$ cat src/hw/rtl/hssc_pkg.sv
// Package for the heater schedule safety controller.
// Holds command codes, register indexes, constants and the structs shared
// between the top level and the step engine. No dependencies.
package hssc_pkg;

   localparam int MAX_STEPS   = 4;
   localparam int NUM_WORDS   = 4;
   localparam int FAULT_LIMIT = 10;

   localparam int DUR_W  = 32;
   localparam int WORD_W = 34;
   localparam int STEP_W = 3;
   localparam int FC_W   = 4;
   localparam int TEMP_W = 16;

   typedef enum logic [1:0] {
      FUNC_TICK     = 2'd0,
      FUNC_SET_MODE = 2'd1,
      FUNC_START    = 2'd2,
      FUNC_STOP     = 2'd3
   } func_type;

   typedef enum logic [1:0] {
      MODE_OFF  = 2'd0,
      MODE_WARM = 2'd1,
      MODE_LOW  = 2'd2,
      MODE_HIGH = 2'd3
   } mode_type;

   typedef enum logic [1:0] {
      ALERT_NONE   = 2'd0,
      ALERT_TEMP   = 2'd1,
      ALERT_SENSOR = 2'd2
   } alert_type;

   localparam logic [2:0] REG_LENGTH = 3'd0;
   localparam logic [2:0] REG_REPEAT = 3'd1;
   localparam logic [2:0] REG_WORD_0 = 3'd2;
   localparam logic [2:0] REG_WORD_1 = 3'd3;
   localparam logic [2:0] REG_WORD_2 = 3'd4;
   localparam logic [2:0] REG_WORD_3 = 3'd5;
   localparam logic [2:0] REG_LIMIT  = 3'd6;

   localparam logic signed [TEMP_W-1:0] LIMIT_RESET = 16'sd4800;

   typedef struct packed {
      logic [STEP_W-1:0]                length;
      logic                             repeat_en;
      logic [NUM_WORDS-1:0][WORD_W-1:0] word;
      logic signed [TEMP_W-1:0]         limit;
   } cfg_type;

   typedef struct packed {
      func_type                 func;
      logic [1:0]               new_mode;
      logic signed [TEMP_W-1:0] temperature;
      logic                     sensor_fault;
   } item_type;

   typedef struct packed {
      logic [1:0]        heat_mode;
      logic              main_on;
      logic              aux_on;
      logic              program_active;
      logic [STEP_W-1:0] program_step;
      logic [DUR_W-1:0]  step_remaining;
      logic [1:0]        alert;
   } rsp_type;

endpackage

$ cat src/hw/rtl/heater_schedule_safety_controller_top.sv
// Top level of the heater schedule safety controller.
// Holds the configuration registers, input register and result register;
// depends on hssc_pkg and hssc_engine.

// Each accepted item (tick, set mode, start, stop) yields exactly one result.
// An item is held in the input register, where the step engine updates the
// controller state, and then moves to the result register, from which the
// result is presented; a new item is taken every cycle while the result side
// keeps up. Configuration registers are written through the csr port and
// should be changed only while no item is in flight.
module heater_schedule_safety_controller_top (
   input  logic        clock,
   input  logic        reset,

   input  logic        req_valid,
   output logic        req_stall,
   input  logic [1:0]  req_func,
   input  logic [1:0]  req_new_mode,
   input  logic signed [15:0] req_temperature,
   input  logic        req_sensor_fault,

   output logic        rsp_valid,
   input  logic        rsp_stall,
   output logic [1:0]  rsp_heat_mode,
   output logic        rsp_main_on,
   output logic        rsp_aux_on,
   output logic        rsp_program_active,
   output logic [2:0]  rsp_program_step,
   output logic [31:0] rsp_step_remaining,
   output logic [1:0]  rsp_alert,

   input  logic        csr_write,
   input  logic [2:0]  csr_index,
   input  logic [33:0] csr_data
);

   hssc_pkg::cfg_type  cfg_ff;
   hssc_pkg::item_type item_ff;
   logic               item_valid_ff;
   hssc_pkg::rsp_type  rsp_ff, rsp_in;
   logic               rsp_valid_ff;
   logic               out_free;
   logic               take;
   logic               load;

   assign out_free  = !rsp_valid_ff || !rsp_stall;
   assign take      = item_valid_ff && out_free;
   assign req_stall = item_valid_ff && !out_free;
   assign load      = req_valid && !req_stall;

   always_ff @(posedge clock) begin
      if (reset) begin
         cfg_ff.length    <= '0;
         cfg_ff.repeat_en <= 1'b0;
         cfg_ff.word      <= '0;
         cfg_ff.limit     <= hssc_pkg::LIMIT_RESET;
      end else if (csr_write) begin
         unique case (csr_index)
            hssc_pkg::REG_LENGTH: cfg_ff.length    <= csr_data[2:0];
            hssc_pkg::REG_REPEAT: cfg_ff.repeat_en <= csr_data[0];
            hssc_pkg::REG_WORD_0: cfg_ff.word[0]   <= csr_data;
            hssc_pkg::REG_WORD_1: cfg_ff.word[1]   <= csr_data;
            hssc_pkg::REG_WORD_2: cfg_ff.word[2]   <= csr_data;
            hssc_pkg::REG_WORD_3: cfg_ff.word[3]   <= csr_data;
            hssc_pkg::REG_LIMIT:  cfg_ff.limit     <= csr_data[15:0];
            default: ;
         endcase
      end
   end

   always_ff @(posedge clock) begin
      if (reset) begin
         item_valid_ff <= 1'b0;
      end else if (load) begin
         item_valid_ff <= 1'b1;
      end else if (take) begin
         item_valid_ff <= 1'b0;
      end
   end

   always_ff @(posedge clock) begin
      if (load) begin
         item_ff.func         <= hssc_pkg::func_type'(req_func);
         item_ff.new_mode     <= req_new_mode;
         item_ff.temperature  <= req_temperature;
         item_ff.sensor_fault <= req_sensor_fault;
      end
   end

   hssc_engine u_engine (
      .clock (clock),
      .reset (reset),
      .take  (take),
      .item  (item_ff),
      .cfg   (cfg_ff),
      .rsp   (rsp_in)
   );

   always_ff @(posedge clock) begin
      if (reset) begin
         rsp_valid_ff <= 1'b0;
      end else if (out_free) begin
         rsp_valid_ff <= item_valid_ff;
      end
   end

   always_ff @(posedge clock) begin
      if (take) begin
         rsp_ff <= rsp_in;
      end
   end

   assign rsp_valid          = rsp_valid_ff;
   assign rsp_heat_mode      = rsp_ff.heat_mode;
   assign rsp_main_on        = rsp_ff.main_on;
   assign rsp_aux_on         = rsp_ff.aux_on;
   assign rsp_program_active = rsp_ff.program_active;
   assign rsp_program_step   = rsp_ff.program_step;
   assign rsp_step_remaining = rsp_ff.step_remaining;
   assign rsp_alert          = rsp_ff.alert;

endmodule

$ cat src/hw/rtl/hssc_engine.sv
// Step engine: controller state registers and the per-item update logic.
// Depends on hssc_pkg.
module hssc_engine (
   input  logic              clock,
   input  logic              reset,
   input  logic              take,
   input  hssc_pkg::item_type item,
   input  hssc_pkg::cfg_type cfg,
   output hssc_pkg::rsp_type rsp
);

   logic [1:0]                   mode_ff, mode_in;
   logic                         run_ff, run_in;
   logic [hssc_pkg::STEP_W-1:0]  idx_ff, idx_in;
   logic [hssc_pkg::DUR_W-1:0]   el_ff, el_in;
   logic [hssc_pkg::FC_W-1:0]    fc_ff, fc_in;

   function automatic logic [hssc_pkg::WORD_W-1:0] word_at(
      input hssc_pkg::cfg_type c,
      input logic [hssc_pkg::STEP_W-1:0] idx
   );
      logic [hssc_pkg::WORD_W-1:0] w;
      w = '0;
      if (!idx[2]) begin
         w = c.word[idx[1:0]];
      end
      return w;
   endfunction

   logic [hssc_pkg::STEP_W-1:0] len_eff;
   logic [hssc_pkg::WORD_W-1:0] cur_word, word0, new_word;
   logic [hssc_pkg::DUR_W-1:0]  cur_dur, new_dur, el_inc;
   logic [hssc_pkg::STEP_W:0]   next_idx;
   logic [hssc_pkg::FC_W-1:0]   fc_inc;
   logic [1:0]                  alert;
   logic [1:0]                  m;

   always_comb begin
      len_eff = ({1'b0, cfg.length} > (hssc_pkg::STEP_W+1)'(hssc_pkg::MAX_STEPS))
              ? hssc_pkg::STEP_W'(hssc_pkg::MAX_STEPS) : cfg.length;
      cur_word = word_at(cfg, idx_ff);
      word0    = word_at(cfg, '0);
      cur_dur  = cur_word[hssc_pkg::DUR_W-1:0];
      el_inc   = el_ff + 1'b1;
      next_idx = {1'b0, idx_ff} + 1'b1;
      fc_inc   = fc_ff + 1'b1;
   end

   always_comb begin
      mode_in = mode_ff;
      run_in  = run_ff;
      idx_in  = idx_ff;
      el_in   = el_ff;
      fc_in   = fc_ff;
      alert   = hssc_pkg::ALERT_NONE;
      case (item.func)
         hssc_pkg::FUNC_TICK: begin
            if (mode_in != hssc_pkg::MODE_OFF && item.temperature > cfg.limit) begin
               mode_in = hssc_pkg::MODE_OFF;
               run_in  = 1'b0;
               alert   = hssc_pkg::ALERT_TEMP;
            end
            if (mode_in != hssc_pkg::MODE_OFF && item.sensor_fault) begin
               if (fc_inc > hssc_pkg::FC_W'(hssc_pkg::FAULT_LIMIT)) begin
                  mode_in = hssc_pkg::MODE_OFF;
                  run_in  = 1'b0;
                  fc_in   = '0;
                  alert   = hssc_pkg::ALERT_SENSOR;
               end else begin
                  fc_in = fc_inc;
               end
            end else begin
               fc_in = '0;
            end
            if (run_in) begin
               el_in = el_inc;
               if (cur_dur != '0 && el_inc >= cur_dur) begin
                  el_in = '0;
                  if (next_idx >= {1'b0, len_eff}) begin
                     if (cfg.repeat_en) begin
                        idx_in  = '0;
                        mode_in = word0[hssc_pkg::WORD_W-1 -: 2];
                     end else begin
                        idx_in = next_idx[hssc_pkg::STEP_W-1:0];
                        run_in = 1'b0;
                     end
                  end else begin
                     idx_in  = next_idx[hssc_pkg::STEP_W-1:0];
                     mode_in = word_at(cfg, next_idx[hssc_pkg::STEP_W-1:0])
                               [hssc_pkg::WORD_W-1 -: 2];
                  end
               end
            end
         end
         hssc_pkg::FUNC_SET_MODE: begin
            mode_in = item.new_mode;
         end
         hssc_pkg::FUNC_START: begin
            if (len_eff != '0) begin
               run_in  = 1'b1;
               idx_in  = '0;
               el_in   = '0;
               mode_in = word0[hssc_pkg::WORD_W-1 -: 2];
            end
         end
         default: begin
            run_in = 1'b0;
         end
      endcase
   end

   always_comb begin
      new_word = word_at(cfg, idx_in);
      new_dur  = new_word[hssc_pkg::DUR_W-1:0];
      m        = mode_in;
      rsp.heat_mode      = m;
      rsp.main_on        = (m == hssc_pkg::MODE_LOW)  || (m == hssc_pkg::MODE_HIGH);
      rsp.aux_on         = (m == hssc_pkg::MODE_WARM) || (m == hssc_pkg::MODE_HIGH);
      rsp.program_active = run_in;
      rsp.program_step   = idx_in;
      rsp.step_remaining = (run_in && new_dur != '0 && el_in < new_dur)
                         ? new_dur - el_in : '0;
      rsp.alert          = alert;
   end

   always_ff @(posedge clock) begin
      if (reset) begin
         mode_ff <= hssc_pkg::MODE_OFF;
         run_ff  <= 1'b0;
         idx_ff  <= '0;
         el_ff   <= '0;
         fc_ff   <= '0;
      end else if (take) begin
         mode_ff <= mode_in;
         run_ff  <= run_in;
         idx_ff  <= idx_in;
         el_ff   <= el_in;
         fc_ff   <= fc_in;
      end
   end

endmodule

$ cat config.mk
export PLATFORM = sky130hd
export DESIGN_NAME = heater_schedule_safety_controller_top
export DESIGN_NICKNAME = d
export VERILOG_FILES = /design/src/hw/rtl/hssc_pkg.sv /design/src/hw/rtl/heater_schedule_safety_controller_top.sv /design/src/hw/rtl/hssc_engine.sv
export SDC_FILE = /design/constraint.sdc
export NUM_CORES = 1
export LEC_CHECK = 0
export BUFFER_PORTS_ARGS = -buffer_cell sky130_fd_sc_hd__buf_2
export CAP_MARGIN = 25
export CORE_UTILIZATION = 60
export DETAILED_ROUTE_END_ITERATION = 10
export GPL_ROUTABILITY_DRIVEN = 0
export PLACE_DENSITY = 0.79
export SYNTH_ARGS = -nofsm -noshare
export SYNTH_HDL_FRONTEND = slang
export SYNTH_SLANG_ARGS = --single-unit
$ cat constraint.sdc
create_clock -name clock -period 11.3 [get_ports clock]
set_input_delay 1.13 -clock clock [delete_from_list [all_inputs] [get_ports clock]]
set_output_delay 1.13 -clock clock [all_outputs]
set_load 0.005 [all_outputs]
# Word-level counts from Yosys, hierarchy flattened
# Cells that the tools add are included.
word_totals:
  register_bits: 263
  out_inout_bits: 44
  inputBits: 63
  word_cells: 127
op_classes:
  add_sub_neg: 4
  magnitude_cmp: 9
  eq_ne: 11
  n_reduce_logical: 31
  mux: 47
op_table:
  columns: ["op", "n"]
  rows:
  - ["$mux W32", 7]
  - ["$bmux W34 S2", 3]
  - ["$mux W34", 2]
  - ["$pmux W32 S2", 1]
  - ["$reduce_bool A32 Y1", 2]
  - ["$add A32 B1 Y32 const B", 1]
  - ["$ge A32 B32 Y1", 1]
  - ["$lt A32 B32 Y1", 1]
  - ["$sub A32 B32 Y32", 1]
  - ["$mux W2", 11]
  - ["$mux W3", 6]
  - ["$gt A16 B16 Y1", 1]
  - ["$reduce_and A2 Y1", 8]
  - ["$mux W1", 12]
  - ["$eq A3 B3 Y1 const B", 3]
  - ["$lt A2 B3 Y1 const B", 3]
  - ["$logic_and A1 B1 Y1", 8]
  - ["$mux W4", 2]
  - ["$eq A2 B2 Y1 const B", 3]
  - ["$eq A3 B2 Y1 const B", 2]
  - ["$pmux W2 S3", 1]
  - ["$pmux W3 S2", 1]
  - ["$reduce_bool A2 Y1", 3]
  - ["$add A3 B1 Y4 const B", 1]
  - ["12 further kinds", 18]

# Logic depth before layout (Yosys ltp)
logic_depth:
  ltp_word: 16
  ltp_mapped: 41
  mapped_depth_nobuf: 34

# Hierarchy
# From an unflattened synthesis, not the netlist that was laid out.
unflattened:
  cells_unflattened: 1849
  area_unflattened_um2: 16962.5
modules_own_cells:
  columns: ["mod", "n_inst", "area_each_um2", "seq_area_each_um2", "cells_per_inst"]
  rows:
  - ["hssc_engine", 1, 8789.7, 840.8, 1216]
  - ["heater_schedule_safety_controller_top", 1, 8172.8, 5054.8, 633]

# Worst setup path before layout
# OpenSTA, ideal clock, no wires.
synth_timing:
  path_type: "reg2reg"
  from: "register u_engine.el_ff[0] in the netlist's numbering"
  to: "register rsp_ff (netlist bit rsp_step_remaining[31]), data pin"
  synth_period_minus_slack_ns: 8.101
  path_buffers: 5
  arrival_time_ns: 7.926
  setup_time_ns: 0.174
  required_ns: 11.126
  setup_slack_ns: 3.199
  path_stages_with_launch: 36
  cell_sequence: "dfxtp_1 > ha_1 > nand3_1 > nor2_1 > and3_1 > and3_1 > clkbuf_1 > nand3_1 > nor3_1 > nand3_1 > xnor2_1 > ha_1 > a21o_1 > a21o_1 > a221oi_1 > o21ai_0 > a31o_2 > and3b_1 > buf_6 > mux2i_4 > buf_6 > buf_2 > buf_2 > mux2i_1 > a211oi_1 > ha_1 > a21oi_1 > o21ai_0 > a21o_1 > a2111oi_0 > o21ai_0 > a21oi_1 > a21oi_1 > a2111o_1 > or4_1 > a311oi_1"
synth_via:
  elab_chain_len: 12
  word_cells_on_any_way: 21
  cone_classes: "add/sub: 2; order compare: 2; mux: 13; reduce/logical: 4"
synth_rtl:
  columns: ["element", "line_no", "source"]
  rows:
  - ["start: declaration", "hssc_engine.sv:15", "logic [hssc_pkg::DUR_W-1:0] el_ff, el_in;"]
  - ["start signal: assignment", "hssc_engine.sv:137", "el_ff <= el_in;"]
  - ["parallel branches: the longest is 12 deep, another holds $add A32 B1 Y32", null, null]
  - ["end signal: assignment", "heater_schedule_safety_controller_top.sv:109", "rsp_ff <= rsp_in;"]
  - ["end: declaration", "heater_schedule_safety_controller_top.sv:40", "hssc_pkg::rsp_type rsp_ff, rsp_in;"]
# Several ways; the timed one is not identified. The select of a mux whose other input is x is not followed.
# A chain may end at the register's enable or synchronous reset.

# Worst setup path in the final report
# Ends and elaborated chain as after synthesis.

==> metrics.cfg <==
[outcome]
status = complete, no violations

[synthesis]
synth_area_leaders = dfxtp_1, edfxtp_1, nand2_1, a21oi_1, ha_1
syn-cell-area_mm2 = 0.0157
synth_edf_count = 62
yosys_warnings = 0
synthCells = 1855
syn_nets = 2006
syn_avg_cell_area_um2 = 8.47
synthArstFlopShare_pct = 0
ys_types = 67
ys_ff_latch = 262
synthFlopType = dfxtp_1
seq_area_frac_synth_pct = 37.3
synth_area_leader_cell = dfxtp_1
synth_top_area_share_pct = 25.5

[setup_path]
cpPeakStageDelay_ps = 760
setup.worst_path.end_class = flip-flop
cp_max_fo = 17
reg2reg_setup_slack_ps = 1180
startpoint_type = flip-flop
critPathKind = reg2reg
crit_path_top_delay_cell = a2111oi_0
arrival_ps = 10490
required_ps = 11670

[cells_and_area]
layout_common_cells = nand2_1, a21oi_1, dfxtp_1, nor2_1, buf_2
nNetsFinal = 2040
antenna_cells = 0
drive_above_1_share_pct = 13.8
area_growth_syn_to_layout_pct = 10.7
final_common_cell = nand2_1

[clock_network]
cts_buffers = 28
post_cts_resized = 0
clk_pin_slew_ps = 60
cts_htree_levels = 1
cts_sinks = 262
cts_setup_buffers = 0
holdBufCountCts = 0
clock-root-buffer = clkbuf_16
insertion_delay_ps = 560
cts_tree = done
clockBufferDepth = 3

[global_route]
grt_pass1_vias = 13200
grt_pass1_wl_um = 70700
grt_max_degree = 102
grtUsageTotal_pct = 33.3
overflow = 0
antenna_found_initial = 0

[sta]
tns_ps = 0
finalSetupViolCount = 0
period_needed_ps = 10120
finalHoldViolCount = 0
tightest_slew_ps = 1110
rsz0062_at_grt = no
max_clock_freq_ghz = 0.0988
relSlewSlack_pct = 25.9
timing.hold.ws_ps = 455
final-max-slew-violation-count = 0
period_share_pct = 89.6
fin_worst_skew_ps = 13.8

[flow_run]
drv_cap = 0

[die]
start_util_pct = 61.7
rows = 58
die_area_mm2 = 0.0269
core_area_mm2 = 0.0255
ios = 107
fp.dieH_um = 164
die_w_um = 164

[routing]
drtAntennaViolNets = 0
drt-total-wl_um = 44200
via_per_inst = 6.38
route.detailed.drc = 0
vias = 14300
routedWlPerCell_um = 19.7
drtPass1Iterations = 7
dr.first_iter.drc_count = 1778

[placement]
io_buffer_count = 106
dp_hpwl_um = 31100

[hold_path]
hp-class = reg2reg

[power_and_ir_drop]
total_power_mw = 2.45
peakVddDrop_v = 0.000122
powerDensity_mw_per_mm2 = 141
leakage_nw = 6.47

-- synthesized netlist by cell type (all sizes together), types with 28 or more instances --
cell type	count
nand2	368
a21oi	220
dfxtp	200
nor2	142
clkbuf	100
ha	87
edfxtp	62
a211oi	60
mux2i	52
nor3	49
o21ai	47
nand2b	42
inv	41
mux4	34
mux2	32
xnor2	30
a22oi	28
nand3	28
-- layer usage --
metal	global-route usage, %	share of wire (%)	wire (um)	vias up
met2	52.3	44	19500	734
met3	5.40	10	4600	118
met4	11.3	3.5	1550	0
met1	46.6	42	18500	6711
li1	-	-	-	6729
met5	0	0	0	-
-- report_power, final --
| part | leakage, nW | switching [mW] | internal [mW] | total, mW |
|---|---|---|---|---|
| Clock | 0.528 | 0.401 | 0.622 | 1.02 |
| Sequential | 2.21 | 0.0313 | 0.991 | 1.02 |
| Combinational | 3.74 | 0.245 | 0.157 | 0.402 |
| Total | 6.47 | 0.678 | 1.77 | 2.45 |
-- cell type report --
cell class              count  area (um^2)
repair buffers            123          692
flip-flops and latches    262         5870
clock buffers              41          937
fillers                  2058         8070
inverters                  41          155
well taps                 330          413
clock inverters            11          111
multi-input cells        1433         9230
-- critical path: cells and delay by family, from the launching register on --
kind,cells,cell delay [ps]
flops,1,460
mux,2,930
compound gates,13,3600
xor+xnor,1,190
fa+ha+maj,3,910
buf+inv,1,390
simple gates,12,3450
-- kinds of logic after synthesis --
group                    synth area share, %
AND/OR/NAND/NOR                         21.0
AO/OA/AOI/OAI                           16.9
flip-flops                              37.3
multiplexers                            10.6
adder cells (fa/ha/maj)                 7.05
XOR/XNOR                                2.95
buffers and inverters                   4.26
-- per-stage QoR --
stage	cells	worst slack [ps]	util, %	cell area [um^2]
3_3_place_gp	2187	1890	64.0	16300
6_report	2241	1180	68.3	17400
2_1_floorplan	1855	3200	-	15700
5_1_grt	2241	749	68.3	17400
3_5_place_dp	2187	1480	64.0	16300
4_1_cts	2239	1450	68.2	17400
-- state kept, by name, indices dropped and copies added (netlist names) --
register            count
u_engine.fc_ff          4
rsp_program_step        3
u_engine.el_ff         32
rsp_step_remaining     32
rsp_heat_mode           2
rsp_alert               2
u_engine.run_ff         1
u_engine.mode_ff        2
item_valid_ff           1
item_ff                21
rsp_valid               1
rsp_program_active      1
u_engine.idx_ff         3
rsp_main_on             1
cfg_ff                156
-- final timing paths --
path | startpoint | to | cells past startpoint
worst max register to register | u_engine.el_ff[0] | rsp_step_remaining[31] | 32
worst min register to register | cfg_ff[5] | cfg_ff[5] | 2
worst max-delay path | u_engine.el_ff[0] | rsp_step_remaining[31] | 32
worst min-delay path | cfg_ff[5] | cfg_ff[5] | 2
(Power assumes the default switching activity.)
